===== src/hw/rtl/mcst_pkg.sv =====
// Shared types and constants for the multichannel square tone shifter.
package mcst_pkg;

   localparam int OP_W     = 3;
   localparam int CHAN_W   = 3;
   localparam int PERIOD_W = 16;
   localparam int FRAME_W  = 24;
   localparam int LED_SHIFT = 12;

   localparam logic [OP_W-1:0] OP_TICK      = 3'd0;
   localparam logic [OP_W-1:0] OP_NOTE_ON   = 3'd1;
   localparam logic [OP_W-1:0] OP_NOTE_OFF  = 3'd2;
   localparam logic [OP_W-1:0] OP_RESET_CH  = 3'd3;
   localparam logic [OP_W-1:0] OP_RESET_ALL = 3'd4;
   localparam logic [OP_W-1:0] OP_HALT_ALL  = 3'd5;

   // Per-channel command, decoded once in the top level.
   typedef struct packed {
      logic                tick;
      logic                load;
      logic                clear_period;
      logic                clear_count;
      logic [PERIOD_W-1:0] period;
   } chan_cmd_type;

endpackage


===== src/hw/rtl/mcst_if.sv =====
// Valid/ready channel interfaces for command beats and frame beats.
interface mcst_req_if import mcst_pkg::*; ();
   logic                valid;
   logic                ready;
   logic [OP_W-1:0]     op;
   logic [CHAN_W-1:0]   channel;
   logic [PERIOD_W-1:0] period;

   modport source (output valid, op, channel, period, input ready);
   modport sink   (input valid, op, channel, period, output ready);
endinterface

interface mcst_rsp_if import mcst_pkg::*; ();
   logic               valid;
   logic               ready;
   logic [FRAME_W-1:0] frame;

   modport source (output valid, frame, input ready);
   modport sink   (input valid, frame, output ready);
endinterface


===== src/hw/rtl/mcst_chan.sv =====
// One tone channel: half-period register, tick counter and toggle detection.
module mcst_chan
   import mcst_pkg::*;
(
   input  logic         clock,
   input  logic         reset,
   input  logic         advance,
   input  chan_cmd_type cmd,
   output logic         toggle
);

   logic [PERIOD_W-1:0] half_period_ff, half_period_in;
   logic [PERIOD_W-1:0] tick_count_ff, tick_count_in;
   logic [PERIOD_W-1:0] count_inc;
   logic                running;

   assign running   = (half_period_ff != '0);
   assign count_inc = tick_count_ff + PERIOD_W'(1);
   // A counter left above a lowered half-period toggles on the next tick.
   assign toggle    = cmd.tick && running && (count_inc >= half_period_ff);

   always_comb begin
      half_period_in = half_period_ff;
      tick_count_in  = tick_count_ff;
      if (cmd.tick && running) begin
         tick_count_in = toggle ? '0 : count_inc;
      end
      if (cmd.load) begin
         half_period_in = cmd.period;
      end
      if (cmd.clear_period) begin
         half_period_in = '0;
      end
      if (cmd.clear_count) begin
         tick_count_in = '0;
      end
   end

   always_ff @(posedge clock) begin
      if (reset) begin
         half_period_ff <= '0;
         tick_count_ff  <= '0;
      end else if (advance) begin
         half_period_ff <= half_period_in;
         tick_count_ff  <= tick_count_in;
      end
   end

endmodule


===== src/hw/rtl/multichannel_square_tone_shifter.sv =====
// Top level of the multichannel square tone shifter.
//
//  Channel  Role    Beat contents
//  req_bus  sink    op, channel, period
//  rsp_bus  source  frame (LED bits from bit 12, output bits from bit 0)
//
// A command beat is registered in the command stage, then decoded and applied to all
// channels when that stage advances, and its frame is loaded into the output register.
// One beat per cycle is sustained while frames flow; a frame leaves the output register.
// Reset clears every channel, the output and LED bits and both stages.
// A stalled frame holds the command stage; a tick without a toggle gives no frame.
module multichannel_square_tone_shifter
   import mcst_pkg::*;
#(
   parameter int NUM_CHANNELS = 8
) (
   input  logic        clock,
   input  logic        reset,
   mcst_req_if.sink    req_bus,
   mcst_rsp_if.source  rsp_bus
);

   localparam int IDX_W = CHAN_W + 1;

   logic                    s1_valid_ff, s1_valid_in;
   logic [OP_W-1:0]         s1_op_ff;
   logic [CHAN_W-1:0]       s1_channel_ff;
   logic [PERIOD_W-1:0]     s1_period_ff;

   logic                    out_valid_ff, out_valid_in;
   logic [FRAME_W-1:0]      frame_ff, frame_in;

   logic [NUM_CHANNELS-1:0] out_bits_ff, out_bits_in;
   logic [NUM_CHANNELS-1:0] led_bits_ff, led_bits_in;
   logic [NUM_CHANNELS-1:0] sel;
   logic [NUM_CHANNELS-1:0] toggles;
   chan_cmd_type            cmds [NUM_CHANNELS];

   logic can_load, advance, take, emit;

   assign can_load = !out_valid_ff || rsp_bus.ready;
   assign advance  = s1_valid_ff && can_load;
   assign req_bus.ready = !s1_valid_ff || can_load;
   assign take     = req_bus.valid && req_bus.ready;
   assign s1_valid_in = take || (s1_valid_ff && !advance);

   always_comb begin
      for (int i = 0; i < NUM_CHANNELS; i++) begin
         sel[i] = ({1'b0, s1_channel_ff} == IDX_W'(i));
         cmds[i].tick         = (s1_op_ff == OP_TICK);
         cmds[i].load         = (s1_op_ff == OP_NOTE_ON) && sel[i];
         cmds[i].clear_period = (((s1_op_ff == OP_NOTE_OFF) || (s1_op_ff == OP_RESET_CH))
                                 && sel[i])
                                || (s1_op_ff == OP_RESET_ALL) || (s1_op_ff == OP_HALT_ALL);
         cmds[i].clear_count  = (s1_op_ff == OP_RESET_ALL);
         cmds[i].period       = s1_period_ff;
      end
   end

   for (genvar g = 0; g < NUM_CHANNELS; g++) begin : g_chan
      mcst_chan u_chan (
         .clock   (clock),
         .reset   (reset),
         .advance (advance),
         .cmd     (cmds[g]),
         .toggle  (toggles[g])
      );
   end

   always_comb begin
      out_bits_in = out_bits_ff;
      led_bits_in = led_bits_ff;
      emit        = 1'b1;
      case (s1_op_ff)
         OP_TICK: begin
            out_bits_in = out_bits_ff ^ toggles;
            emit        = |toggles;
         end
         OP_NOTE_ON: begin
            led_bits_in = led_bits_ff | sel;
         end
         OP_NOTE_OFF: begin
            led_bits_in = led_bits_ff & ~sel;
         end
         OP_RESET_CH: begin
            out_bits_in = out_bits_ff & ~sel;
            led_bits_in = led_bits_ff & ~sel;
         end
         OP_RESET_ALL: begin
            out_bits_in = '0;
            led_bits_in = '0;
         end
         OP_HALT_ALL: begin
            led_bits_in = '0;
         end
         default: begin
            emit = 1'b0;
         end
      endcase
      frame_in = (FRAME_W'(led_bits_in) << LED_SHIFT) | FRAME_W'(out_bits_in);
      out_valid_in = advance ? emit : (out_valid_ff && !rsp_bus.ready);
   end

   always_ff @(posedge clock) begin
      if (reset) begin
         s1_valid_ff  <= 1'b0;
         out_valid_ff <= 1'b0;
         out_bits_ff  <= '0;
         led_bits_ff  <= '0;
      end else begin
         s1_valid_ff  <= s1_valid_in;
         out_valid_ff <= out_valid_in;
         if (advance) begin
            out_bits_ff <= out_bits_in;
            led_bits_ff <= led_bits_in;
         end
      end
   end

   always_ff @(posedge clock) begin
      if (take) begin
         s1_op_ff      <= req_bus.op;
         s1_channel_ff <= req_bus.channel;
         s1_period_ff  <= req_bus.period;
      end
      if (advance && emit) begin
         frame_ff <= frame_in;
      end
   end

   assign rsp_bus.valid = out_valid_ff;
   assign rsp_bus.frame = frame_ff;

   a_no_frame_without_toggle: assert property (@(posedge clock) disable iff (reset)
      advance && (s1_op_ff == OP_TICK) && (toggles == '0) |=> !out_valid_ff)
      else $error("frame produced by a tick that toggled nothing");

   a_reset_all_clears: assert property (@(posedge clock) disable iff (reset)
      advance && (s1_op_ff == OP_RESET_ALL) |=> (out_bits_ff == '0) && (led_bits_ff == '0))
      else $error("reset-all left output or LED bits set");

   a_halt_keeps_outputs: assert property (@(posedge clock) disable iff (reset)
      advance && (s1_op_ff == OP_HALT_ALL) |=> (led_bits_ff == '0) && $stable(out_bits_ff))
      else $error("halt did not clear LEDs or disturbed output bits");

   a_stall_holds_stage: assert property (@(posedge clock) disable iff (reset)
      !req_bus.ready |-> s1_valid_ff && out_valid_ff && !rsp_bus.ready)
      else $error("command stage refused a beat without a stalled frame");

endmodule


===== src/flat_wrapper.sv =====
// flat-port wrapper written by rule: the top's interface ports become plain ports
module multichannel_square_tone_shifter_flat import mcst_pkg::*;
#(
   parameter int NUM_CHANNELS = 8
)
  (clock, reset, req_bus_valid, req_bus_op, req_bus_channel, req_bus_period, req_bus_ready, rsp_bus_valid, rsp_bus_frame, rsp_bus_ready);
  mcst_req_if req_bus_i ();
  mcst_rsp_if rsp_bus_i ();
  input  logic clock;
  input  logic reset;
  input wire logic [$bits(req_bus_i.valid)-1:0] req_bus_valid;
  input wire logic [$bits(req_bus_i.op)-1:0] req_bus_op;
  input wire logic [$bits(req_bus_i.channel)-1:0] req_bus_channel;
  input wire logic [$bits(req_bus_i.period)-1:0] req_bus_period;
  output wire logic [$bits(req_bus_i.ready)-1:0] req_bus_ready;
  output wire logic [$bits(rsp_bus_i.valid)-1:0] rsp_bus_valid;
  output wire logic [$bits(rsp_bus_i.frame)-1:0] rsp_bus_frame;
  input wire logic [$bits(rsp_bus_i.ready)-1:0] rsp_bus_ready;
  assign req_bus_i.valid = req_bus_valid;
  assign req_bus_i.op = req_bus_op;
  assign req_bus_i.channel = req_bus_channel;
  assign req_bus_i.period = req_bus_period;
  assign req_bus_ready = req_bus_i.ready;
  assign rsp_bus_valid = rsp_bus_i.valid;
  assign rsp_bus_frame = rsp_bus_i.frame;
  assign rsp_bus_i.ready = rsp_bus_ready;
  multichannel_square_tone_shifter #(.NUM_CHANNELS(NUM_CHANNELS)) u_core (.clock(clock), .reset(reset), .req_bus(req_bus_i), .rsp_bus(rsp_bus_i));
endmodule

===== config.mk =====
export PLATFORM = sky130hd
export DESIGN_NAME = multichannel_square_tone_shifter_flat
export DESIGN_NICKNAME = d
export VERILOG_FILES = /design/src/hw/rtl/mcst_pkg.sv /design/src/hw/rtl/mcst_if.sv /design/src/hw/rtl/mcst_chan.sv /design/src/hw/rtl/multichannel_square_tone_shifter.sv /design/src/flat_wrapper.sv
export SDC_FILE = /design/constraint.sdc
export NUM_CORES = 1
export LEC_CHECK = 0
export BUFFER_PORTS_ARGS = -buffer_cell sky130_fd_sc_hd__buf_2
export CAP_MARGIN = 20
export CORE_ASPECT_RATIO = 0.8
export CORE_MARGIN = 1
export CORE_UTILIZATION = 46
export DETAILED_ROUTE_END_ITERATION = 7
export PLACE_DENSITY = 0.6
export SYNTH_ARGS = -nofsm -noshare
export SYNTH_HDL_FRONTEND = slang
export SYNTH_SLANG_ARGS = --single-unit

===== constraint.sdc =====
create_clock -name clock -period 6.3 [get_ports clock]
set_input_delay 0.63 -clock clock [delete_from_list [all_inputs] [get_ports clock]]
set_output_delay 0.63 -clock clock [all_outputs]
set_load 0.02 [all_outputs]

======== Word-level counts from Yosys, hierarchy flattened ========
Index checks and enable logic that the tools add are counted.
storage, ports and cells
  bits in latches ......................... 0
  word-level logic and storage cells ...... 209
  memories kept ........................... 0
  output and inout bits ................... 26
  register bits ........................... 320
  ROM bits ................................ 0
  RAM bits ................................ 0
operators by class
  multipliers ............................. 0
  mux-type cells .......................... 44
  eq/ne operators ......................... 12
  div/mod/pow operators ................... 0
  reductions and logical operators ........ 107
  add/subtract/negate cells ............... 8
  bitwise operators ....................... 6
  magnitude comparators ................... 8
  shift operators ......................... 0
operators by type and width
  cell                                                                    count
  16-bit two-way mux                                                      40
  16-bit by 1-bit adder with 16-bit output (second input constant)        8
  16-bit >= comparator                                                    8
  16-bit nonzero test                                                     8
  8-bit one-hot mux with 3 select lines                                   2
  1-bit logical AND                                                       37
  2-bit AND reduction                                                     16
  2-bit nonzero test                                                      16
  1-bit logical OR                                                        20
  20-bit by 8-bit bitwise OR with 20-bit output                           1
  3-bit equality test (second input constant)                             6
  8-bit bitwise AND                                                       2
  3-bit by 2-bit equality test with 1-bit output (second input constant)  4
  8-bit inverter                                                          1
  8-bit bitwise OR                                                        1
  8-bit OR reduction                                                      1
  8-bit XOR                                                               1
  3-bit by 1-bit equality test with 1-bit output (second input constant)  2
  3-bit logical NOT                                                       2
  5-bit OR reduction                                                      1
  1-bit logical NOT                                                       4
  2-bit OR reduction                                                      2
  1-bit one-hot mux with 2 select lines                                   1
  1-bit two-way mux                                                       1

======== Depth between registers and ports, before layout ========
Gate-level depths: netlist of the first run.
  depth in word-level cells ............... 7
  gate-level depth with buffers ........... 18
  depth with buffers taken out ............ 16

======== Hierarchy ========
From an unflattened synthesis of the first run, not the netlist that was laid out.
second synthesis, totals
  cells, all modules ...................... 2,204
  area, all modules ....................... 18,883.1 um^2
by module, submodules not included
  module                                    seq. area each (um^2)  area each (um^2)  instances  cells each
  mcst_chan at u_core.g_chan[0].u_chan ...  640.6                  2,026.9           7          245
  multichannel_square_tone_shifter          1,501.4                2,652.5           1          245
  mcst_chan at u_core.g_chan[3].u_chan      640.6                  2,042.0           1          244

======== Worst setup path before layout of the first run ========
Ideal clock, no wire load.
  kind .................................... register to register
  start point ............................. register u_core.g_chan[1].u_chan.tick_count_ff[0]
  end point ............................... register u_core.frame_ff[0], in the netlist u_core.rsp_bus.frame[0] (enable)
  buffers on the path ..................... 1
  clock period less this slack ............ 4.742 ns
  library setup time ...................... 0.391 ns
  data arrival time ....................... 4.351 ns
  setup slack ............................. 1.558 ns
  stages on the path, launching flop included .. 17
  data required time ...................... 5.909 ns
  cell sequence ........................... dfxtp_1 -> ha_1 -> nand2_1 -> nor3_1 -> and3_1 -> clkbuf_1 -> and3_1 -> nand3_1 -> xnor2_1 -> ha_1 -> nand4_1 -> or4_1 -> or4_4 -> a31oi_4 -> or4_1 -> nor4_2 -> o21ai_1
on the way
  cells in the longest elaborated chain, start to end .. 6
ends and longest elaborated chain
  what                                      RTL line                                 RTL
  from (decl)                               mcst_chan.sv:13                          logic [PERIOD_W-1:0] tick_count_ff, tick_count_in;
  from (signal assigned)                    mcst_chan.sv:45                          tick_count_ff <= tick_count_in;
  16-bit by 1-bit adder with 16-bit output  mcst_chan.sv:18                          assign count_inc = tick_count_ff + PERIOD_W'(1);
  16-bit >= comparator                      mcst_chan.sv:20                          assign toggle = cmd.tick && running && (count_inc >= half_period_ff);
  1-bit logical AND                         mcst_chan.sv:20
  8-bit OR reduction                        multichannel_square_tone_shifter.sv:77   emit = |toggles;
  1-bit one-hot mux with 2 select lines     multichannel_square_tone_shifter.sv:74   case (s1_op_ff)
  1-bit logical AND                         multichannel_square_tone_shifter.sv:126  if (advance && emit) begin
  to (signal assigned)                      multichannel_square_tone_shifter.sv:127  frame_ff <= frame_in;
  to (decl)                                 multichannel_square_tone_shifter.sv:31   logic [FRAME_W-1:0] frame_ff, frame_in;
No other way between the ends.
A chain may end at the register's enable or synchronous reset.

======== Worst setup path after layout of the first run ========
  start point ............................. register u_core.g_chan[1].u_chan.tick_count_ff[2]
  end point ............................... register u_core.frame_ff[17], in the netlist u_core.rsp_bus.frame[17] (enable)
Same word-level chain as after synthesis.

==> results of run 1 <==
==> power groups by stage <==
stage               registers, mW  logic [mW]  clock network (mW)
finish                       2.08       0.316                2.27
global route                 2.08       0.342                2.40
CTS                          2.08       0.311                2.32
detailed placement           2.12       0.311                   0
global placement             2.12       0.307                   0
floorplan                    2.12       0.211                   0
==> worst paths after layout <==
| path | end | slack, ns | cells after the start |
|---|---|---|---|
| worst max register to register | u_core.rsp_bus.frame[17]$_DFFE_PP_ | 1.18 | 14 |
| worst min register to register | u_core.led_bits_ff[2]$_SDFFE_PP0P_ | 0.46 | 2 |
| worst max-delay path | u_core.rsp_bus.frame[17]$_DFFE_PP_ | 1.18 | 14 |
| worst min-delay path | u_core.s1_period_ff[2]$_DFFE_PP_ | 0.27 | 1 |
==> layout make-up <==
class | instances | area (um^2) | share of cell area
clock buffers | 46 | 1000 | 0.0527
well taps | 487 | 609 | 0.0321
flip-flops and latches | 312 | 6630 | 0.349
clock inverters | 20 | 289 | 0.0152
inverters | 136 | 510 | 0.0269
multi-input cells | 1534 | 9640 | 0.507
repair buffers | 56 | 329 | 0.0173
==> metrics by stage <==
stage / hold WS, ns / instance area [um^2] / worst slack (ns) / utilization
5_1_grt: 0.252 / 19000 / 0.853 / 0.513
3_5_place_dp: 0.452 / 17700 / 1.21 / 0.477
6_report: 0.267 / 19000 / 1.18 / 0.513
2_1_floorplan: 0.437 / 17300 / 1.56 / -
3_3_place_gp: 0.442 / 17700 / 1.32 / 0.477
4_1_cts: 0.247 / 19000 / 1.17 / 0.512
==> placed cells by master (no fill, tap or decap), drive strengths merged, types with 5 or more instances in the layout <==
cell type	count
and3	48
buf	55
and2	26
clkinv	11
nand2	343
a22oi	84
nor2	150
xor2	52
conb	8
o311a	7
clkbuf	47
a311oi	35
nand3	70
inv	137
a2111oi	8
nand4	28
nand3b	9
or2	5
xnor2	64
a21o	7
nand2b	32
a221oi	7
and4	5
nor2b	13
nor3	36
a41oi	5
dfxtp	274
a21oi	207
mux2i	28
o21ai	49
ha	136
a211oi	5
nor4	37
bufinv	7
edfxtp	38
==> cell families (layout without fill, tap and decap cells) <==
group / count (synthesis) / after routing
compound gates: 432 / 432
xor+xnor: 116 / 116
fa+ha+maj: 136 / 136
buf+inv: 257 / 258
flops: 312 / 312
mux: 29 / 29
other cells: 1 / 8
simple gates: 813 / 813
==> worst max-delay path: stages (launching register included) <==
cell and delay (ns):
dfxtp_1 0.42, nand3_1 0.17, or4_1 0.62, nor2_1 0.30, and3_1 0.23, nand3_1 0.10
xnor2_1 0.17, ha_1 0.32, nand4_1 0.15, or4_1 0.49, or4_4 0.45, a31oi_4 0.37
or4_1 0.22, nor4_2 0.06, o21ai_2 0.69
==> per-layer routing <==
layer / vias up / share of wire / track usage / wire length, um
met5: - / 0 / 0 / 0
met4: 0 / 0.016 / 0.0535 / 694
met3: 41 / 0.060 / 0.0317 / 2650
met2: 332 / 0.43 / 0.347 / 19000
met1: 6820 / 0.50 / 0.346 / 22000
li1: 7265 / - / - / -
==> flip-flops by register name, indices dropped and copies added, names as in the netlist, 3 cells and up <==
signal	flops
u_core.s1_channel_ff	3
u_core.rsp_bus.frame	16
u_core.g_chan.u_chan.half_period_ff	128
u_core.g_chan.u_chan.tick_count_ff	128
u_core.out_bits_ff	8
u_core.s1_op_ff	3
u_core.s1_period_ff	16
u_core.led_bits_ff	8
==> impl_results.md, run 1 <==
- Layout cells sized above 1: 0.0675
- Yosys top cell area share: 0.317
- Grt ovf: 0
- Global-route wire length before repair: 71100 um
- Min-Delay Startpoint: req_bus_period[2]
- Starting Density: 0.467
- Multiplexer share of the synthesized area: 0.0168
- Gpl congestion: 0.818
- Syn Area/Cell: 8.26 um^2
- TritonRoute pass-1 iters: 6
- Worst Path Class, Setup: flip-flop to flip-flop
- Bufs on Longest Clock Path: 3
- Initial antenna violation count: 0
- Final nets: 2238
- Clock Pin Slew Worst Setup and Hold Paths: 0.06 ns
- Die Y: 175 um
- Slew margin rel.: 0.270
- WL/cell: 17.1 um
- Fmax achieved: 195 MHz
- Post-synth cell types: 67
- RSZ-0062 raised after global routing: no
- Seq pwr share: 0.446
- Synth Area in Simple Gates: 0.222
- CP required: 6.45 ns
- PwrDens: 246 nW/um^2
- Vias in the first global route: 13500
- Die area: 38400 um^2
- Largest net degree at the start of global routing: 123
- Detail Route Antenna Nets: 0
- Ratio of final minimum period to clock period: 0.813
- Area growth syn-to-layout: 9.85%
- Maximum VDD drop: 0.000240 V
- # diodes: 0
- DPL Wire Length: 30300 um
- Post-layout min period: 5.12 ns
- Final Power: 4.67 mW
- Slew Limit Fails: 0
- Clk network pwr share: 0.487
- Fill cells: 3540
- Routed WL: 44400 um
- Port Buffer Count: 43
- Setup tns final: 0 ns
- Worst Hold Class: input port to flip-flop
- Seq cells post-synth: 312
- Worst EP arrival: 5.27 ns
- GRT Util Overall: 0.231
- Setup repair bufs after CTS: 0
- Post-synthesis cell area: 17300 um^2
- XOR/XNOR Fraction of Synth Area: 0.0587
- H-tree depth: 2
- CTS tree: built
- Post-Syn Instances: 2096
- Switching portion of total power: 0.240
- Final cell count without fillers: 2591
- Switch Pwr: 1.12 mW
- Vias: 14500
- Status: finished clean
- CP Launch Type: flip-flop
- Root Driver: clkbuf_16
- Worst Tran Pin Value: 1.10 ns
- # rows: 63
- Compound-Gate Fraction of Synth Area: 0.159
- Clk sinks: 312
- Die width: 219 um
- Core Area: 37000 um^2
- Synth top area cells: dfxtp_1 (32%), ha_1 (9.8%), nand2_1 (7.4%)
- TritonCTS Buffers: 36
- Combinational power share: 0.068
- Crit path launch: u_core.g_chan[1].u_chan.tick_count_ff[2]$_SDFFE_PP0P_
- Placed instance count: 2519
- Number of enable flip-flop cells after synthesis: 38
- Hold Buf Count CTS: 0
- Synth Area in Adders: 0.0983
- Max Cap Viol: 0
- Main synth FF type: dfxtp_1
- Leak Pwr: 7.28 nW
- 1st-iter DRT viols: 1352
- Hold Vio Cnt, Final: 0
- Synth area leader: dfxtp_1
- Most frequent cell after synthesis: nand2_1
- Post-CTS sizing: 0
- R2R Path Start: u_core.g_chan[1].u_chan.tick_count_ff[2]$_SDFFE_PP0P_
- Internal power: 3.55 mW
- Skew final: 0.0184 ns
- Ys async rst share: 0
- Main combinational cell family by area after synthesis: simple AND/OR/NAND/NOR gates
- Setup Viol. Count Final: 0
- Ys Warns: 0
- List of most frequent post-synthesis cells: nand2_1 (339), dfxtp_1 (274), a21oi_1 (200)
- CP Max Fanout: 16
- Crit end category: flip-flop
- Seq/Total Area, Yosys: 0.383
- I/O pins: 52
- Insertion delay to the later sink of the worst-skew pair: 0.54 ns
- Via density: 5.58
- Drt drc: 0
No activity file was read; power rests on OpenSTA's default activity.
==> run 2: changes to the inputs <==
==> constraint.sdc (replaced) <==
create_clock -name clock -period 4.9 [get_ports clock]
set_input_delay 0.49 -clock clock [delete_from_list [all_inputs] [get_ports clock]]
set_output_delay 0.49 -clock clock [all_outputs]
set_load 0.02 [all_outputs]
==> run 2 against run 1 <==
  * Setup slack got worse by 0.96 ns
  * Register-to-register slack got worse by 0.96 ns
  * Clock power increased by 19%
  * Largest cell class unchanged
==> impl_results.md, run 2 (synthesis results as in run 1) <==
- Placed Area: 17800 um^2 (+0.62%)
- R2R Path Start: u_core.g_chan[1].u_chan.tick_count_ff[2]$_SDFFE_PP0P_
- Cell family with most CP delay: simple AND/OR/NAND/NOR gates
- CP required: 5.11 ns (-1.34 ns)
- Worst R2R Path Depth: 15 (+1)
- Max Cap Viol: 0 (unchanged)
- Status: finished clean
- Fin area: 19000 um^2 (-0.20%)
- Detail Route Antenna Nets: 0 (unchanged)
- # diodes: 0 (unchanged)
- # rows: 63 (unchanged)
- Clock Pin Slew Worst Setup and Hold Paths: 0.06 ns (about the same)
- Hold slack: 0.136 ns (-0.132 ns)
- TritonRoute pass-1 iters: 5 (-1)
- Worst EP arrival: 4.89 ns (-0.38 ns)
- DPL Wire Length: 30900 um (+2.1%)
- Die width: 219 um (unchanged)
- TritonCTS Buffers: 35 (-2.8%)
- CP Cell Sequence: nand3_1 > or4_1 > nor2_1 > and3_1 > nand3_1 > xnor2_1 > ha_1 > nand4_1 > or4_1 > or4_4 > a31oi_4 > or4_1 > nor4_2 > o21ai_2 > buf_4
- FF-to-FF End: u_core.rsp_bus.frame[17]$_DFFE_PP_
- Fill cells: 3562 (+0.62%)
- Vias in the first global route: 13600 (+1.2%)
- Largest registers: u_core.g_chan.u_chan.half_period_ff (128), u_core.g_chan.u_chan.tick_count_ff (128)
- Crit end category: flip-flop
- Grt ovf: 0 (unchanged)
- Vias: 14500 (+0.53%)
- Crit path top cell by count: or4_1
- PwrDens: 305 nW/um^2 (+24%)
- Initial antenna violation count: 0 (unchanged)
- Hold Vio Cnt, Final: 0 (unchanged)
- Starting Density: 0.467 (unchanged)
- CP max-delay cell: or4_1
- Root Driver: clkbuf_16
- Bufs on Longest Clock Path: 3 (unchanged)
- GRT Util Overall: 0.235 (+0.00368)
- Die area: 38400 um^2 (unchanged)
- Insertion delay to the later sink of the worst-skew pair: 0.53 ns (about the same)
- Setup tns final: 0 ns (unchanged)
- Die Y: 175 um (unchanged)
- Via density: 5.59 (+0.18%)
- Skew final: 0.0125 ns (-0.00591 ns)
- WL/cell: 17.2 um (+0.76%)
- Post-layout min period: 4.68 ns (-0.444 ns)
- Worst Path Class, Setup: flip-flop to flip-flop
- WHS Endpoint: u_core.s1_period_ff[2]$_DFFE_PP_
- Layout cells sized above 1: 0.0696 (+0.00208)
- Slew margin rel.: 0.313 (+0.0429)
- Slew Limit Fails: 0 (unchanged)
- Largest net degree at the start of global routing: 126 (+2.4%)
- Core Area: 37000 um^2 (unchanged)
- Maximum VDD drop: 0.000323 V (+34%)
- Leak Pwr: 7.27 nW (about the same)
- Worst Hold Class: input port to flip-flop
- RSZ-0062 raised after global routing: no
- Critical path buffers and inverters: 1 (+1)
- I/O pins: 52 (unchanged)
- Global-route wire length before repair: 71800 um (+0.92%)
- H-tree depth: 2 (unchanged)
- Gpl congestion: 0.835 (+2.1%)
- Routed WL: 44800 um (+1.1%)
- Setup repair bufs after CTS: 0 (unchanged)
- Worst Tran Pin Value: 1.03 ns (-0.0643 ns)
- Drt drc: 0 (unchanged)
- Final nets: 2249 (+0.49%)
- Area growth syn-to-layout: 9.62%
- Port Buffer Count: 43 (unchanged)
- 1st-iter DRT viols: 1233 (-8.8%)
- Clk sinks: 312 (unchanged)
- Setup Viol. Count Final: 0 (unchanged)
- Most common cell after layout, fill and taps aside: nand2_1
- Min-Delay Startpoint: req_bus_period[2]
- Ratio of final minimum period to clock period: 0.955 (+0.142)
- CTS tree: built
- Most frequent cells in the layout: nand2_1 (339), dfxtp_1 (274), a21oi_1 (200)
- CP Max Fanout: 16 (unchanged)
- CP Launch Type: flip-flop
- Fmax achieved: 214 MHz (+9.5%)
- CP max stage delay: 0.62 ns (-0.07 ns)
- R2R setup slack: 0.22 ns (-0.96 ns)
- Worst Hold Path Cells: 1 (unchanged)
run 2: how the worst max path moves through the flow:
stage | slack (ns) | cells after the start | from | end
final | 0.22 | 15 | u_core.g_chan[1].u_chan.tick_count_ff[2]$_SDFFE_PP0P_ | u_core.rsp_bus.frame[17]$_DFFE_PP_
after global routing | 0.01 | 15 | u_core.g_chan[1].u_chan.tick_count_ff[2]$_SDFFE_PP0P_ | u_core.rsp_bus.frame[18]$_DFFE_PP_
after CTS | 0.21 | 16 | u_core.g_chan[1].u_chan.tick_count_ff[0]$_SDFFE_PP0P_ | u_core.rsp_bus.frame[17]$_DFFE_PP_
after detailed placement | 0.23 | 16 | u_core.g_chan[1].u_chan.tick_count_ff[0]$_SDFFE_PP0P_ | u_core.rsp_bus.frame[5]$_DFFE_PP_
after global placement | 0.21 | 15 | u_core.g_chan[1].u_chan.tick_count_ff[0]$_SDFFE_PP0P_ | u_core.g_chan[1].u_chan.tick_count_ff[7]$_SDFFE_PP0P_
after floorplan | 0.16 | 16 | u_core.g_chan[1].u_chan.tick_count_ff[0]$_SDFFE_PP0P_ | u_core.rsp_bus.frame[0]$_DFFE_PP_
run 2: report_power, final:
| group | internal (mW) | switching (mW) | total (mW) |
|---|---|---|---|
| combinational | 0.114 | 0.302 | 0.416 |
| sequential | 2.63 | 0.0384 | 2.67 |
| clock | 1.63 | 1.07 | 2.70 |
| total | 4.37 | 1.41 | 5.78 |
run 2: what timing repair did:
action	in CTS	in global routing
setup endpoints to repair	0	16
hold buffers	0	0
resized for setup	0	1
run 2: final cells by class:
cell class | count | area [um^2] | share of cell area
Clock buffer | 50 | 995 | 0.0524
Clock inverter | 13 | 165 | 0.00871
Inverter | 136 | 510 | 0.0269
Multi-Input combinational cell | 1534 | 9650 | 0.509
Sequential cell | 312 | 6630 | 0.349
Tap cell | 487 | 609 | 0.0321
Timing Repair Buffer | 68 | 415 | 0.0219
run 2: per-stage QoR:
step	utilization	std cells	setup WS [ns]	power (mW)
floorplan	-	2103	0.158	2.99
CTS	0.511	2596	0.206	5.84
finish	0.512	2600	0.219	5.78
global placement	0.479	2532	0.215	3.13
global route	0.512	2600	0.0104	5.99
detailed placement	0.480	2533	0.225	3.14
run 2: worst register-to-register path, stage by stage (launching register included):
cell and delay, ns:
dfxtp_1 0.44, nand3_1 0.19, or4_1 0.62, nor2_1 0.23
and3_1 0.21, nand3_1 0.09, xnor2_1 0.16, ha_1 0.31
nand4_1 0.14, or4_1 0.48, or4_4 0.44, a31oi_4 0.36
or4_1 0.24, nor4_2 0.07, o21ai_2 0.13, buf_4 0.26
run 2: routing by layer:
layer / share of wire / up-vias / track usage
li1: - / 7296 / -
met1: 0.49 / 6827 / 0.340
met2: 0.43 / 332 / 0.359
met3: 0.057 / 80 / 0.0376
met4: 0.023 / 0 / 0.0631
met5: 0 / - / 0
==> run 3: changes to the inputs <==
--- a/config.mk
+++ b/config.mk
@@ -11,7 +11,9 @@
 export CORE_MARGIN = 1
 export CORE_UTILIZATION = 46
 export DETAILED_ROUTE_END_ITERATION = 7
+export HOLD_SLACK_MARGIN = 0.05
 export PLACE_DENSITY = 0.6
+export REMOVE_ABC_BUFFERS = 1
 export SYNTH_ARGS = -nofsm -noshare
 export SYNTH_HDL_FRONTEND = slang
 export SYNTH_SLANG_ARGS = --single-unit
==> run 3 against run 2 <==
  * First-iteration DRC count grew 5.0%
  * Highest routed layer unchanged
  * Fmax grew 3.6%
  * Largest power group unchanged
  * Routed wire length is 0.27% lower
==> impl_results.md, run 3 (synthesis results as in run 1) <==
- WHS Endpoint: u_core.s1_channel_ff[0]$_DFFE_PP_
- Worst Tran Pin Value: 1.12 ns (+0.0890 ns)
- Ratio of final minimum period to clock period: 0.922 (-0.0335)
- Area growth syn-to-layout: 10.0%
- Most common cell after layout, fill and taps aside: nand2_1
- Switching portion of total power: 0.245 (+0.000804)
- Gpl congestion: 0.834 (-0.19%)
- PwrDens: 310 nW/um^2 (+1.6%)
- Most frequent cells in the layout: nand2_1 (339), dfxtp_1 (274), a21oi_1 (200)
- I/O pins: 52 (unchanged)
- CP max stage delay: 0.61 ns (about the same)
- Drt drc: 0 (unchanged)
- Hold Buf Count CTS: 0 (unchanged)
- Setup Viol. Count Final: 0 (unchanged)
- Insertion delay to the later sink of the worst-skew pair: 0.53 ns (about the same)
- Crit end category: flip-flop
- Internal power: 4.45 mW (+1.8%)
- CTS tree: built
- H-tree depth: 2 (unchanged)
- Final nets: 2247 (-0.089%)
- Worst Hold Class: input port to flip-flop
- Skew final: 0.0218 ns (+0.00931 ns)
- Clk network pwr share: 0.475 (+0.009)
- Setup tns final: 0 ns (unchanged)
- Root Driver: clkbuf_16
- FF-to-FF End: u_core.rsp_bus.frame[6]$_DFFE_PP_
- # rows: 63 (unchanged)
- Post-layout min period: 4.52 ns (-0.164 ns)
- Vias in the first global route: 13400 (-1.9%)
- CP max-delay cell: or4_1
- Worst EP arrival: 4.80 ns (-0.09 ns)
- Global-route wire length before repair: 71300 um (-0.67%)
- WL/cell: 17.2 um (-0.16%)
- CP required: 5.19 ns (+0.08 ns)
- # diodes: 0 (unchanged)
- Max Cap Viol: 0 (unchanged)
- Routed WL: 44700 um (-0.27%)
- Cell family with most CP delay: simple AND/OR/NAND/NOR gates
- Initial antenna violation count: 0 (unchanged)
- Slew margin rel.: 0.253 (-0.0593)
- Layout cells sized above 1: 0.0716 (+0.00199)
- Via density: 5.58 (-0.22%)
- R2R Path Start: u_core.g_chan[0].u_chan.tick_count_ff[0]$_SDFFE_PP0P_
- DPL Wire Length: 30400 um (-1.7%)
- CP Cell Sequence: ha_1 > inv_1 > nor3_1 > and3_1 > and3_1 > nand3_1 > xnor2_1 > ha_1 > nand2_1 > o21ai_0 > o41a_1 > or4_1 > nor4_2 > o21ai_2 > buf_12
- Die width: 219 um (unchanged)
- Maximum VDD drop: 0.000256 V (-21%)
- Final Util: 0.514 (+0.00176)
- Setup repair bufs after CTS: 0 (unchanged)
- Combinational power share: 0.071 (about the same)
- Core Area: 37000 um^2 (unchanged)
- Clock Pin Slew Worst Setup and Hold Paths: 0.07 ns (about the same)
- Status: finished clean
- Starting Density: 0.467 (unchanged)
- GRT Util Overall: 0.234 (-0.000769)
- Slew Limit Fails: 0 (unchanged)
- R2R setup slack: 0.38 ns (+0.16 ns)
- RSZ-0062 raised after global routing: no
- Largest registers: u_core.g_chan.u_chan.half_period_ff (128), u_core.g_chan.u_chan.tick_count_ff (128)
- Clk sinks: 312 (unchanged)
- CP Max Fanout: 11 (-5)
- Fmax achieved: 221 MHz (+3.6%)
- Critical path buffers and inverters: 2 (+1)
- Die area: 38400 um^2 (unchanged)
- Hold Vio Cnt, Final: 0 (unchanged)
- Worst Hold Path Cells: 1 (unchanged)
- Min-Delay Startpoint: req_bus_channel[0]
- Worst R2R Path Depth: 15 (unchanged)
- Largest net degree at the start of global routing: 128 (+1.6%)
- Die Y: 175 um (unchanged)
- Port Buffer Count: 43 (unchanged)
- Worst Path Class, Setup: flip-flop to flip-flop
- Vias: 14500 (-0.33%)
- 1st-iter DRT viols: 1295 (+5.0%)
- Bufs on Longest Clock Path: 3 (unchanged)
- Seq pwr share: 0.454 (-0.008)
- Switch Pwr: 1.44 mW (+2.2%)
- Post-CTS sizing: 0 (unchanged)
- CP Launch Type: flip-flop
- Grt ovf: 0 (unchanged)
- TritonRoute pass-1 iters: 5 (unchanged)
- TritonCTS Buffers: 34 (-2.9%)
- Detail Route Antenna Nets: 0 (unchanged)
- Leak Pwr: 7.30 nW (+0.32%)
==> run 3: changes by cell type in the layout (fill, tap and decap cells not counted), sizes merged <==
| cell | before | now |
|---|---|---|
| buf | 67 | 66 |
| bufinv | 4 | 6 |
| inv | 136 | 138 |
| clkinvlp | 0 | 3 |
| clkbuf | 51 | 44 |
| clkinv | 9 | 7 |
==> run 3: routing by layer <==
layer  routed length [um]  GRT usage  vias up  share of wire
met4                  981     0.0622        0          0.022
met5                    0          0        -              0
met2                19600      0.360      291           0.44
met3                 2510     0.0452       65          0.056
li1                     -          -     7293              -
met1                21600      0.333     6838           0.48
==> run 3: power groups by stage <==
stage	combinational, mW	sequential [mW]	clock [mW]
CTS	0.410	2.68	2.86
floorplan	0.212	2.73	0
detailed placement	0.409	2.73	0
finish	0.417	2.68	2.80
global route	0.454	2.68	2.97
global placement	0.404	2.73	0
==> run 3: worst max path at each step <==
stage	startpoint	end	slack, ns	cells past startpoint
after global routing	u_core.g_chan[1].u_chan.tick_count_ff[2]$_SDFFE_PP0P_	u_core.g_chan[1].u_chan.tick_count_ff[7]$_SDFFE_PP0P_	0.05	16
after global placement	u_core.g_chan[1].u_chan.tick_count_ff[0]$_SDFFE_PP0P_	u_core.g_chan[1].u_chan.tick_count_ff[7]$_SDFFE_PP0P_	0.24	16
final	u_core.g_chan[0].u_chan.tick_count_ff[0]$_SDFFE_PP0P_	u_core.rsp_bus.frame[6]$_DFFE_PP_	0.38	15
after detailed placement	u_core.g_chan[1].u_chan.tick_count_ff[2]$_SDFFE_PP0P_	u_core.rsp_bus.frame[14]$_DFFE_PP_	0.33	15
after CTS	u_core.g_chan[1].u_chan.tick_count_ff[2]$_SDFFE_PP0P_	u_core.rsp_bus.frame[6]$_DFFE_PP_	0.31	15
after floorplan	u_core.g_chan[1].u_chan.tick_count_ff[2]$_SDFFE_PP0P_	u_core.rsp_bus.frame[0]$_DFFE_PP_	0.24	14
==> run 3: per-stage QoR <==
| stage | instance area [um^2] | instances | setup slack, ns | hold WS, ns | total power [mW] |
|---|---|---|---|---|---|
| 2_1_floorplan | 16800 | 1982 | 0.240 | 0.431 | 2.94 |
| 3_3_place_gp | 17800 | 2529 | 0.241 | 0.441 | 3.14 |
| 3_5_place_dp | 17800 | 2531 | 0.335 | 0.449 | 3.14 |
| 4_1_cts | 19000 | 2592 | 0.312 | 0.108 | 5.95 |
| 5_1_grt | 19000 | 2597 | 0.0494 | 0.118 | 6.11 |
| 6_report | 19000 | 2597 | 0.383 | 0.128 | 5.89 |
==> run 3: area by class of cell <==
cell class	count	area (um^2)
fill	3579	18000
multi-input combinational	1534	9640
sequential	312	6630
clock buffer	43	947
tap	487	609
inverter	136	510
timing repair buffer	67	433
clock inverter	18	265
